### config.mk
export PLATFORM = sky130hd
export DESIGN_NAME = ima_adpcm_encoder_packer
export DESIGN_NICKNAME = d
export VERILOG_FILES = /design/src/rtl/core/imaenc_pkg.sv /design/src/rtl/core/imaenc_ram.sv /design/src/rtl/core/imaenc_core.sv /design/src/rtl/core/ima_adpcm_encoder_packer.sv
export SDC_FILE = /design/constraint.sdc
export NUM_CORES = 1
export LEC_CHECK = 0
export BUFFER_PORTS_ARGS = -buffer_cell sky130_fd_sc_hd__clkbuf_2
export CAP_MARGIN = 20
export CORE_MARGIN = 5
export CORE_UTILIZATION = 45
export CTS_CLUSTER_DIAMETER = 30
export CTS_CLUSTER_SIZE = 28
export DETAILED_ROUTE_END_ITERATION = 8
export MAX_ROUTING_LAYER = met4
export PLACE_DENSITY = 0.73
export SETUP_SLACK_MARGIN = 0.1
export SLEW_MARGIN = 0
export SYNTH_ARGS = -nofsm -noshare
export SYNTH_HDL_FRONTEND = slang
export SYNTH_SLANG_ARGS = --single-unit
### constraint.sdc
create_clock -name clk_i -period 18.3 [get_ports clk_i]
set_input_delay 0.915 -clock clk_i [delete_from_list [all_inputs] [get_ports clk_i]]
set_output_delay 0.915 -clock clk_i [all_outputs]
set_load 0.005 [all_outputs]
### src/rtl/core/imaenc_pkg.sv
package imaenc_pkg;

  // default number of channels with their own predictor state
  localparam int unsigned MaxChannelsDef = 8;

  // step index range and predictor clamp limits
  localparam logic [6:0]         StepTop = 7'd88;
  localparam logic signed [15:0] PredMax = 16'sh7FFF;
  localparam logic signed [15:0] PredMin = 16'sh8000;

  // quantizer step sizes, indexed by step position
  localparam logic [14:0] StepTable [0:88] = '{
    15'd7,     15'd8,     15'd9,     15'd10,    15'd11,    15'd12,    15'd13,    15'd14,
    15'd16,    15'd17,    15'd19,    15'd21,    15'd23,    15'd25,    15'd28,    15'd31,
    15'd34,    15'd37,    15'd41,    15'd45,    15'd50,    15'd55,    15'd60,    15'd66,
    15'd73,    15'd80,    15'd88,    15'd97,    15'd107,   15'd118,   15'd130,   15'd143,
    15'd157,   15'd173,   15'd190,   15'd209,   15'd230,   15'd253,   15'd279,   15'd307,
    15'd337,   15'd371,   15'd408,   15'd449,   15'd494,   15'd544,   15'd598,   15'd658,
    15'd724,   15'd796,   15'd876,   15'd963,   15'd1060,  15'd1166,  15'd1282,  15'd1411,
    15'd1552,  15'd1707,  15'd1878,  15'd2066,  15'd2272,  15'd2499,  15'd2749,  15'd3024,
    15'd3327,  15'd3660,  15'd4026,  15'd4428,  15'd4871,  15'd5358,  15'd5894,  15'd6484,
    15'd7132,  15'd7845,  15'd8630,  15'd9493,  15'd10442, 15'd11487, 15'd12635, 15'd13899,
    15'd15289, 15'd16818, 15'd18500, 15'd20350, 15'd22385, 15'd24623, 15'd27086, 15'd29794,
    15'd32767
  };

  // input word: one pcm sample
  typedef struct packed {
    logic signed [15:0] pcm_sample;
    logic [2:0]         channel;
    logic               last_sample;
  } imaenc_in_t;

  // output word: one packed byte of two codes, or one padded code at stream end
  typedef struct packed {
    logic [7:0] packed_byte;
    logic       end_of_stream;
  } imaenc_out_t;

  // per-channel predictor state
  typedef struct packed {
    logic signed [15:0] clamped_predictor;
    logic signed [17:0] raw_reconstruction;
    logic [6:0]         step_position;
  } chan_state_t;

endpackage

### src/rtl/core/imaenc_ram.sv
module imaenc_ram #(
  parameter int unsigned Width = 8,
  parameter int unsigned Depth = 8,
  localparam int unsigned AddrW = (Depth > 1) ? $clog2(Depth) : 1
) (
  input  logic             clk_i,
  input  logic             we_i,
  input  logic [AddrW-1:0] waddr_i,
  input  logic [Width-1:0] wdata_i,
  input  logic             re_i,
  input  logic [AddrW-1:0] raddr_i,
  output logic [Width-1:0] rdata_o
);

  logic [Width-1:0] mem_q [Depth];
  logic [Width-1:0] rdata_q;

  // write port
  always_ff @(posedge clk_i) begin
    if (we_i) begin
      mem_q[waddr_i] <= wdata_i;
    end
  end

  // registered read port, old data on a same-address write
  always_ff @(posedge clk_i) begin
    if (re_i) begin
      rdata_q <= mem_q[raddr_i];
    end
  end

  assign rdata_o = rdata_q;

endmodule

### src/rtl/core/imaenc_core.sv
module imaenc_core import imaenc_pkg::*; (
  input  logic signed [15:0] sample_i,
  input  chan_state_t        state_i,
  output logic [3:0]         code_o,
  output chan_state_t        state_o
);

  logic [6:0]         pos;
  logic [14:0]        step;
  logic signed [18:0] delta;
  logic [18:0]        mag;
  logic [18:0]        st0, st1, st2;
  logic [18:0]        rem1, rem2;
  logic               neg, c2, c1, c0;
  logic [16:0]        diff;
  logic signed [17:0] diff_s;
  logic signed [17:0] acc;
  logic signed [7:0]  move;
  logic signed [7:0]  pos_n;
  logic [6:0]         pos_upd;

  // step lookup with the index held in range
  always_comb begin
    pos  = (state_i.step_position > StepTop) ? StepTop : state_i.step_position;
    step = StepTable[pos];
  end

  // three-bit magnitude search against the unclamped reconstruction
  always_comb begin
    delta = 19'(sample_i) - 19'(state_i.raw_reconstruction);
    neg   = delta[18];
    mag   = neg ? 19'(-delta) : 19'(delta);
    st0   = {4'b0, step};
    st1   = st0 >> 1;
    st2   = st0 >> 2;
    c2    = mag > st0;
    rem1  = c2 ? (mag - st0) : mag;
    c1    = rem1 > st1;
    rem2  = c1 ? (rem1 - st1) : rem1;
    c0    = rem2 > st2;
    diff  = 17'(step >> 3) + (c2 ? 17'(st0) : 17'd0)
          + (c1 ? 17'(st1) : 17'd0) + (c0 ? 17'(st2) : 17'd0);
    code_o = {neg, c2, c1, c0};
  end

  // predictor update, only the clamped copy saturates
  always_comb begin
    diff_s = signed'({1'b0, diff});
    acc    = neg ? (18'(state_i.clamped_predictor) - diff_s)
                 : (18'(state_i.clamped_predictor) + diff_s);
    state_o.raw_reconstruction = acc;
    state_o.step_position      = pos_upd;
    if (neg && (acc < 18'(PredMin))) begin
      state_o.clamped_predictor = PredMin;
    end else if (!neg && (acc > 18'(PredMax))) begin
      state_o.clamped_predictor = PredMax;
    end else begin
      state_o.clamped_predictor = acc[15:0];
    end
  end

  // step index adaptation
  always_comb begin
    move  = c2 ? signed'(8'({c1, c0, 1'b0}) + 8'd2) : -8'sd1;
    pos_n = signed'({1'b0, pos}) + move;
    if (pos_n < 8'sd0) begin
      pos_upd = 7'd0;
    end else if (pos_n > signed'({1'b0, StepTop})) begin
      pos_upd = StepTop;
    end else begin
      pos_upd = pos_n[6:0];
    end
  end

endmodule

### src/rtl/core/ima_adpcm_encoder_packer.sv
// IMA ADPCM encoder with nibble packer, one sample word per clock if unstalled.
// A packed byte is registered when its completing word leaves the work stage.
// Throughput: one word per cycle if unstalled; the channel state RAM read plus
// a write-back bypass covers back-to-back samples of the same channel.
// Reset: predictor state reads as zero via per-channel valid bits, nibble
// packer and all handshake state cleared; no clearing pass.
module ima_adpcm_encoder_packer import imaenc_pkg::*; #(
  parameter int unsigned MAX_CHANNELS = MaxChannelsDef
) (
  input  logic        clk_i,
  input  logic        rst_ni,
  input  logic        in_valid_i,
  output logic        in_stall_o,
  input  imaenc_in_t  in_word_i,
  output logic        out_valid_o,
  input  logic        out_stall_i,
  output imaenc_out_t out_word_o
);

  localparam int unsigned ChW = (MAX_CHANNELS > 1) ? $clog2(MAX_CHANNELS) : 1;
  localparam int unsigned StW = $bits(chan_state_t);

  logic              in_accept;
  logic              in_range;
  logic [ChW-1:0]    in_ch;
  logic              s1_valid_q, s1_valid_d;
  imaenc_in_t        s1_word_q;
  logic [ChW-1:0]    s1_ch_q;
  logic              s1_adv;
  logic [StW-1:0]    ram_rdata;
  chan_state_t       cur_state;
  chan_state_t       new_state;
  logic [3:0]        code;
  logic [MAX_CHANNELS-1:0] ch_valid_q;
  logic              wb_valid_q;
  logic [ChW-1:0]    wb_ch_q;
  chan_state_t       wb_state_q;
  logic [3:0]        held_q, held_d;
  logic              odd_q, odd_d;
  logic              res_valid;
  imaenc_out_t       res_word;
  logic              out_valid_q, out_valid_d;
  imaenc_out_t       out_word_q;

  // input handshake, out-of-range channels are taken and dropped
  assign in_ch      = ChW'(in_word_i.channel);
  assign in_range   = 32'(in_word_i.channel) < MAX_CHANNELS;
  assign s1_adv     = s1_valid_q && (!out_valid_q || !out_stall_i);
  assign in_stall_o = s1_valid_q && !s1_adv;
  assign in_accept  = in_valid_i && !in_stall_o;

  always_comb begin
    if (in_accept) begin
      s1_valid_d = in_range;
    end else if (s1_adv) begin
      s1_valid_d = 1'b0;
    end else begin
      s1_valid_d = s1_valid_q;
    end
  end

  always_ff @(posedge clk_i or negedge rst_ni) begin
    if (!rst_ni) begin
      s1_valid_q <= 1'b0;
    end else begin
      s1_valid_q <= s1_valid_d;
    end
  end

  always_ff @(posedge clk_i) begin
    if (in_accept) begin
      s1_word_q <= in_word_i;
      s1_ch_q   <= in_ch;
    end
  end

  // channel state store
  imaenc_ram #(
    .Width (StW),
    .Depth (MAX_CHANNELS)
  ) u_state_ram (
    .clk_i   (clk_i),
    .we_i    (s1_adv),
    .waddr_i (s1_ch_q),
    .wdata_i (new_state),
    .re_i    (in_accept),
    .raddr_i (in_ch),
    .rdata_o (ram_rdata)
  );

  // state select: last write-back, then stored entry, then reset value
  always_comb begin
    if (wb_valid_q && (wb_ch_q == s1_ch_q)) begin
      cur_state = wb_state_q;
    end else if (ch_valid_q[s1_ch_q]) begin
      cur_state = chan_state_t'(ram_rdata);
    end else begin
      cur_state = '0;
    end
  end

  imaenc_core u_core (
    .sample_i (s1_word_q.pcm_sample),
    .state_i  (cur_state),
    .code_o   (code),
    .state_o  (new_state)
  );

  // valid bits and write-back bypass
  always_ff @(posedge clk_i or negedge rst_ni) begin
    if (!rst_ni) begin
      ch_valid_q <= '0;
      wb_valid_q <= 1'b0;
    end else if (s1_adv) begin
      ch_valid_q[s1_ch_q] <= 1'b1;
      wb_valid_q          <= 1'b1;
    end
  end

  always_ff @(posedge clk_i) begin
    if (s1_adv) begin
      wb_ch_q    <= s1_ch_q;
      wb_state_q <= new_state;
    end
  end

  // nibble packer
  always_comb begin
    held_d    = held_q;
    odd_d     = odd_q;
    res_valid = 1'b0;
    res_word  = '0;
    if (odd_q) begin
      res_valid              = 1'b1;
      res_word.packed_byte   = {held_q, code};
      res_word.end_of_stream = s1_word_q.last_sample;
      held_d                 = 4'd0;
      odd_d                  = 1'b0;
    end else if (s1_word_q.last_sample) begin
      res_valid              = 1'b1;
      res_word.packed_byte   = {code, 4'd0};
      res_word.end_of_stream = 1'b1;
      held_d                 = 4'd0;
      odd_d                  = 1'b0;
    end else begin
      held_d = code;
      odd_d  = 1'b1;
    end
  end

  always_ff @(posedge clk_i or negedge rst_ni) begin
    if (!rst_ni) begin
      held_q <= 4'd0;
      odd_q  <= 1'b0;
    end else if (s1_adv) begin
      held_q <= held_d;
      odd_q  <= odd_d;
    end
  end

  // result register
  assign out_valid_d = s1_adv ? res_valid : (out_valid_q && out_stall_i);

  always_ff @(posedge clk_i or negedge rst_ni) begin
    if (!rst_ni) begin
      out_valid_q <= 1'b0;
    end else begin
      out_valid_q <= out_valid_d;
    end
  end

  always_ff @(posedge clk_i) begin
    if (s1_adv && res_valid) begin
      out_word_q <= res_word;
    end
  end

  assign out_valid_o = out_valid_q;
  assign out_word_o  = out_word_q;

`ifndef ASSERT_OFF
  a_stall_needs_work: assert property (@(posedge clk_i) disable iff (!rst_ni)
    in_stall_o |-> s1_valid_q)
    else $error("input stalled with empty work stage");

  a_step_in_range: assert property (@(posedge clk_i) disable iff (!rst_ni)
    s1_valid_q |-> (new_state.step_position <= StepTop))
    else $error("step position out of range");

  a_last_clears_phase: assert property (@(posedge clk_i) disable iff (!rst_ni)
    (s1_adv && s1_word_q.last_sample) |=> !odd_q)
    else $error("packer phase not cleared at end of stream");

  a_first_nibble_silent: assert property (@(posedge clk_i) disable iff (!rst_ni)
    (s1_adv && !odd_q && !s1_word_q.last_sample) |=> !out_valid_o)
    else $error("byte produced from a single nibble");

  a_pair_gives_byte: assert property (@(posedge clk_i) disable iff (!rst_ni)
    (s1_adv && odd_q) |=> (out_valid_o && !odd_q))
    else $error("completed pair did not produce a byte");
`endif

endmodule
==> summary.txt, run 1 <==
Outcome
  – Outcome: finished clean

STA
  – Worst slew pin tran: 1.16 ns
  – Post-layout minimum cycle time: 17.56 ns
  – RSZ-0062 raised after global routing: false
  – Slew headroom: between 20% and 30%
  – Slew Viols, Final: 0
  – Setup violators final: 0
  – Ratio of final minimum period to clock period: 96.0%
  – Skew final: around 0.031 ns
  – Final Hold Vio Count: 0
  – Fmax: 0.0569 GHz

Clock network
  – CTS sink count: 458
  – Worst skew pair latency: 0.61 ns
  – TritonCTS buffer count: 75
  – # H-tree levels: 3
  – Clk slew on worst S/H paths: 0.05 ns
  – Cts hold-fix bufs: 0
  – Clk buf depth: 3
  – CTS tree: built
  – Clock Tree Root: clkbuf_16

Synthesis
  – FFs w/ async S/R, synth: 3.49%
  – Combinational family with the most area after synthesis: compound AO/OA/AOI/OAI gates
  – Synth Register Bits: ~460
  – Gate Count Post-Synth: 2058
  – XOR/XNOR Fraction of Synth Area: 3.44%
  – Syn Area/Cell: 12.5 um2
  – Synth warn: 0
  – Cell variety after synth: just under 90
  – Synth Area in Compound Gates: 11.1%
  – Sequential share of the synthesized area: 53.3%
  – Multiplexer share of the synthesized area: between 10% and 20%
  – Predominant post-synthesis flop cell: edfxtp_1
  – Syn_nets: 2236
  – Simple-gate share of the synthesized area: 10.9%
  – Count of flip-flops with a built-in enable after synthesis: 442
  – Syn Std Cell Area: 25700 um2
  – Adder-cell share of the synthesized area: 8.42%

Floorplanning
  – Die area: 61900 um2
  – Die Span Y: 249 um
  – IO Pins: 35
  – Core ar.: 56500 um2
  – Die width: about 250 um
  – Row cnt: 87
  – Starting density of the core: 45.4%

Placed design
  – RePlAce Congestion: 0.950
  – Port Buffers: 34
  – Post-DP HPWL: 43200 um

Critical path
  – Crit path capture type: flop
  – Req. time, crit path: about 19 ns
  – Setup Crit Path Kind: flop to flop
  – Reg2Reg Setup Slack: 0.74 ns
  – Max stage delay on crit path: about 0.5 ns
  – Crit-path max FO: 13
  – RR Endpoint: u_state_ram.mem_q[6][32]
  – CP startpoint kind: flop
  – Worst r2r src: s1_ch_q[0]
  – Cells on worst reg2reg path: 76
  – Slowest cell on crit path: mux4_2
  – CP Data Arrival Time: 17.89 ns

Routing
  – Via/cell ratio: around 5.9
  – Drt wl/cell: 22.5 um
  – Starting DRC count in detailed routing: approximately 1800
  – Vias: 17900
  – DR pass1 iterations: 5
  – DRC Markers: 0
  – DRT antenna net count: 0
  – Detailed-route wire length: 67600 um

Hold path
  – Worst Hold Class: input port to asynchronous set/reset pin

Layout
  – Utilization after layout: 53.5%
  – Antenna Cells: 0
  – Most common cell after layout, fill and taps aside: edfxtp_1
  – Share of cells above drive strength 1: 23.0%
  – FILL cells: roughly 4500
  – Most frequent cells in the layout: edfxtp_1 (442), nand2_1 (177), nor2_1 (143), ha_1 (120), a21oi_1 (109)
  – Area Overhead vs Synth: 17.7%
  – Layout Nets: 2369

GRT
  – Global-route wire length before repair: 104000 um
  – Vias in the first global route: around 18000
  – Largest net degree at the start of global routing: 72
  – GRT overflow: 0
  – Gr usage total: around 22%
  – Initial antenna violation count: 0

Flow run
  – Maxcap violations: 0
## cell type report
| cell class | instances | area [um2] | area share [%] |
|---|---|---|---|
| clock buffers | 80 | 1920 | 6.34 |
| inverters | 99 | 374 | 1.24 |
| well taps | 756 | 946 | 3.13 |
| clock inverters | 58 | 652 | 2.16 |
| multi-input cells | 1414 | 11600 | 38.4 |
| flip-flops and latches | 458 | 13700 | 45.3 |
| repair buffers | 143 | 1040 | 3.45 |
## kinds of logic (layout without fill, tap and decap cells)
logic type	Yosys count	count (layout)
and+or+nand+nor	584	586
DFF	458	458
AOI/OAI and AO/OA	429	429
buffers and inverters	188	380
adders and majority gates	155	155
muxes	145	145
xor gates and xnor gates	99	99
## routing by layer
layer	vias to the layer above	track usage [%]	part of all wire, %
met3	160	3.82	6.8
met4	0	7.95	3.4
met5	-	-	0
li1	8055	-	-
met1	8909	27.6	41
met2	745	35.1	49
## registers in the layout (all words and copies together), names as in the netlist
signal and flops:
u_state_ram.mem_q 328, u_state_ram.rdata_o 41, wb_state_q 41, s1_word_q 17, out_word_o 9, ch_valid_q 8
held_q 4, s1_ch_q 3, wb_ch_q 3, odd_q 1, out_valid_o 1, s1_valid_q 1
wb_valid_q 1
## metrics by stage
step | hold slack, ns | instances | area (um2) | setup WS [ns] | setup TNS (ns)
3_5_place_dp | 0.460 | 2848 | 27200 | -0.171 | -15.61
4_1_cts | 0.262 | 2988 | 29800 | 0.104 | 0
5_1_grt | 0.291 | 3008 | 30200 | 0.0577 | 0
2_1_floorplan | 0.421 | 2058 | 25700 | 0.178 | 0
6_report | 0.267 | 3008 | 30200 | 0.741 | 0
3_3_place_gp | 0.458 | 2848 | 27200 | 0.0716 | 0
## cell usage after synthesis (17+ instances only)
master,count,area (um2)
fa_1,30,601
mux4_2,85,1910
ha_1,124,1550
nand3_1,44,220
nor2_1,153,574
and3_1,28,175
nand2b_1,28,175
a21o_1,30,225
xor2_1,36,315
mux2_2,50,563
nor3_1,42,210
inv_1,94,353
clkbuf_1,63,236
edfxtp_1,442,13300
o21a_1,19,143
o211ai_1,22,165
nand2_1,179,672
xnor2_1,61,534
a211oi_1,18,135
or2_2,18,113
a31oi_1,17,106
or3_1,17,106
and2_1,19,119
a21oi_1,119,596
buf_1,19,71.3
o21ai_0,83,415
## repair_timing
item,CTS,global route
setup buffers,2,18
gates cloned,0,2
setup endpoints to repair,135,225
pin swaps,1,18
resized for setup,6,59
## critical path: cells and delay by family (launching register included)
family / cells / cell delay, ns
AO/OA/AOI/OAI: 29 / 5.69
AND/OR/NAND/NOR: 24 / 5.02
adder cells (fa/ha/maj): 10 / 3.75
buffers and inverters: 8 / 1.05
multiplexers: 2 / 0.85
XOR/XNOR: 3 / 0.46
flip-flops: 1 / 0.42
## how the worst max path moves through the flow
stage          startpoint                       end  slack, ns
6_report       s1_ch_q[0]  u_state_ram.mem_q[6][32]       0.74
2_1_floorplan  s1_ch_q[0]  u_state_ram.mem_q[0][25]       0.18
5_1_grt        s1_ch_q[0]  u_state_ram.mem_q[2][29]       0.06
3_5_place_dp   s1_ch_q[0]  u_state_ram.mem_q[2][26]      -0.17
4_1_cts        s1_ch_q[0]  u_state_ram.mem_q[3][34]       0.10
3_3_place_gp   s1_ch_q[0]  u_state_ram.mem_q[2][26]       0.07
Power of run 1 is left out: the tool's default activity adds up to more than one toggle a clock period on the data nets, which glitch-free logic cannot reach.
==> inputs of run 2 (changes only) <==
--- a/config.mk
+++ b/config.mk
@@ -8,5 +8,4 @@
 export BUFFER_PORTS_ARGS = -buffer_cell sky130_fd_sc_hd__clkbuf_2
 export CAP_MARGIN = 20
-export CORE_MARGIN = 5
 export CORE_UTILIZATION = 45
 export CTS_CLUSTER_DIAMETER = 30
==> constraint.sdc (replaced) <==
create_clock -name clk_i -period 18.3 [get_ports clk_i]
set_input_delay 3.66 -clock clk_i [delete_from_list [all_inputs] [get_ports clk_i]]
set_output_delay 3.66 -clock clk_i [all_outputs]
set_load 0.005 [all_outputs]
==> summary.txt, run 2 (synthesized netlist as in run 1, its figures left out) <==
Routing
  – Drt wl/cell: 22.6 um (+0.84%)
  – Starting DRC count in detailed routing: 1588 (-10%)
  – Vias: 18000 (+0.67%)
  – DRT antenna net count: 0 (unchanged)
  – DR pass1 iterations: 5 (unchanged)
  – Via/cell ratio: 5.94 (about the same)
  – Detailed-route wire length: 68600 um (+1.5%)
  – DRC Markers: 0 (unchanged)

Clock network
  – CTS sink count: 458 (unchanged)
  – Clk slew on worst S/H paths: 0.06 ns (about the same)
  – CTS tree: built
  – Worst skew pair latency: 0.64 ns (+0.03 ns)
  – # H-tree levels: 3 (unchanged)
  – Clk buf depth: 3 (unchanged)
  – Cts hold-fix bufs: 0 (unchanged)
  – TritonCTS buffer count: 79 (+5.3%)
  – Clock Tree Root: clkbuf_16

STA
  – Final Hold Vio Count: 0 (unchanged)
  – Ratio of final minimum period to clock period: 95.0% (-1.0 points)
  – Post-layout minimum cycle time: 17.38 ns (-0.182 ns)
  – Slew headroom: 20.8% (-1.4 points)
  – Fin worst setup slack: 0.923 ns (+0.182 ns)
  – Skew final: 0.0447 ns (+0.0138 ns)
  – Setup violators final: 0 (unchanged)
  – Slew Viols, Final: 0 (unchanged)
  – Fmax: 0.0575 GHz (+1.0%)
  – Worst slew pin tran: 1.18 ns (+0.0215 ns)

Floorplanning
  – Core ar.: 56400 um2 (-0.19%)
  – Row cnt: 87 (unchanged)
  – Die area: 58000 um2 (-6.3%)
  – IO Pins: 35 (unchanged)
  – Die Span Y: 241 um (-3.2%)
  – Die width: 241 um (-3.2%)
  – Starting density of the core: 45.5% (+0.088 points)

GRT
  – GRT overflow: 0 (unchanged)
  – Vias in the first global route: 18300 (+1.2%)
  – Largest net degree at the start of global routing: 61 (-15%)
  – Initial antenna violation count: 0 (unchanged)
  – Global-route wire length before repair: 105000 um (+0.91%)
  – Gr usage total: 24.6% (+2.9 points)

Layout
  – Most frequent cells in the layout: edfxtp_1 (442), nand2_1 (179), nor2_1 (142), buf_4 (119), ha_1 (112)
  – Layout Nets: 2385 (+0.68%)
  – Cell area after layout: 30700 um2 (+1.5%)
  – Most common cell after layout, fill and taps aside: edfxtp_1
  – Share of cells above drive strength 1: 24.2% (+1.2 points)
  – Register with the most flip-flops: u_state_ram.mem_q
  – Max FFs per register: 328 (unchanged)
  – Area Overhead vs Synth: 19.4%

Critical path
  – Req. time, crit path: 18.65 ns (about the same)
  – Most frequent CP cell: a21oi_1
  – CP startpoint kind: flop
  – Setup Crit Path Kind: flop to flop
  – Crit-path max FO: 16 (+3)
  – Crit path capture type: flop
  – CP Data Arrival Time: 17.72 ns (-0.17 ns)
  – Max stage delay on crit path: 0.51 ns (about the same)
  – Slowest cell on crit path: mux4_2

Placed design
  – DP Area: 27300 um2 (+0.35%)
  – RePlAce Congestion: 0.938 (-1.3%)
  – Place WS: -0.294 ns (-0.123 ns)
  – Post-DP HPWL: 44400 um (+2.7%)
  – Port Buffers: 34 (unchanged)

Flow run
  – Maxcap violations: 0 (unchanged)

Outcome
  – Outcome: finished clean

Hold path
  – Worst Hold Class: flop to flop
run 2: final timing paths:
kind                          startpoint                       end  slack [ns]  cells past startpoint
min                        ch_valid_q[4]             ch_valid_q[4]        0.48                      1
max reg2reg                   s1_ch_q[0]  u_state_ram.mem_q[1][33]        0.92                     80
max                           s1_ch_q[0]  u_state_ram.mem_q[1][33]        0.92                     80
max in group asynchronous         rst_ni             ch_valid_q[4]       14.89                      1
min in group asynchronous         rst_ni                     odd_q        3.02                      1
min reg2reg                ch_valid_q[4]             ch_valid_q[4]        0.48                      1
run 2: repair_timing:
item	in CTS	in global routing
resized for setup	7	82
pin swaps	0	20
setup buffers	0	18
setup endpoints to repair	136	207
cloned	0	1
run 2: routing by layer:
layer / track usage, % / part of all wire [%] / vias up
li1: - / - / 8094
met1: 30.0 / 40 / 9023
met2: 41.4 / 50 / 714
met3: 3.90 / 6.7 / 158
met4: 8.78 / 3.2 / 0
met5: - / 0 / -
run 2: through the flow:
step	hold WS [ns]	std cells	setup TNS, ns	util (%)
2_1_floorplan	0.421	2058	0	-
3_3_place_gp	0.455	2863	0	48.5
3_5_place_dp	0.465	2863	-7.87	48.5
4_1_cts	0.479	3009	0	53.5
5_1_grt	0.492	3028	-1.58	54.4
6_report	0.477	3029	0	54.4
run 2: layout make-up:
class                           count  area, um2
Antenna cell                        1       2.50
Clock buffer                       87       2030
Clock inverter                     59        771
Fill cell                        4534      25700
Inverter                           99        372
Multi-Input combinational cell   1412      11800
Sequential cell                   458      13700
Tap cell                          756        946
Timing Repair Buffer              157       1130
run 2: critical path: cells and delay by family (launching register included):
family | cells | cell delay [ns]
AOI/OAI and AO/OA | 30 | 5.55
xor gates and xnor gates | 4 | 0.55
adders and majority gates | 9 | 3.14
buffers and inverters | 10 | 1.33
DFF | 1 | 0.40
muxes | 2 | 0.83
and+or+nand+nor | 25 | 5.27
Power of run 2 is left out for the same reason.
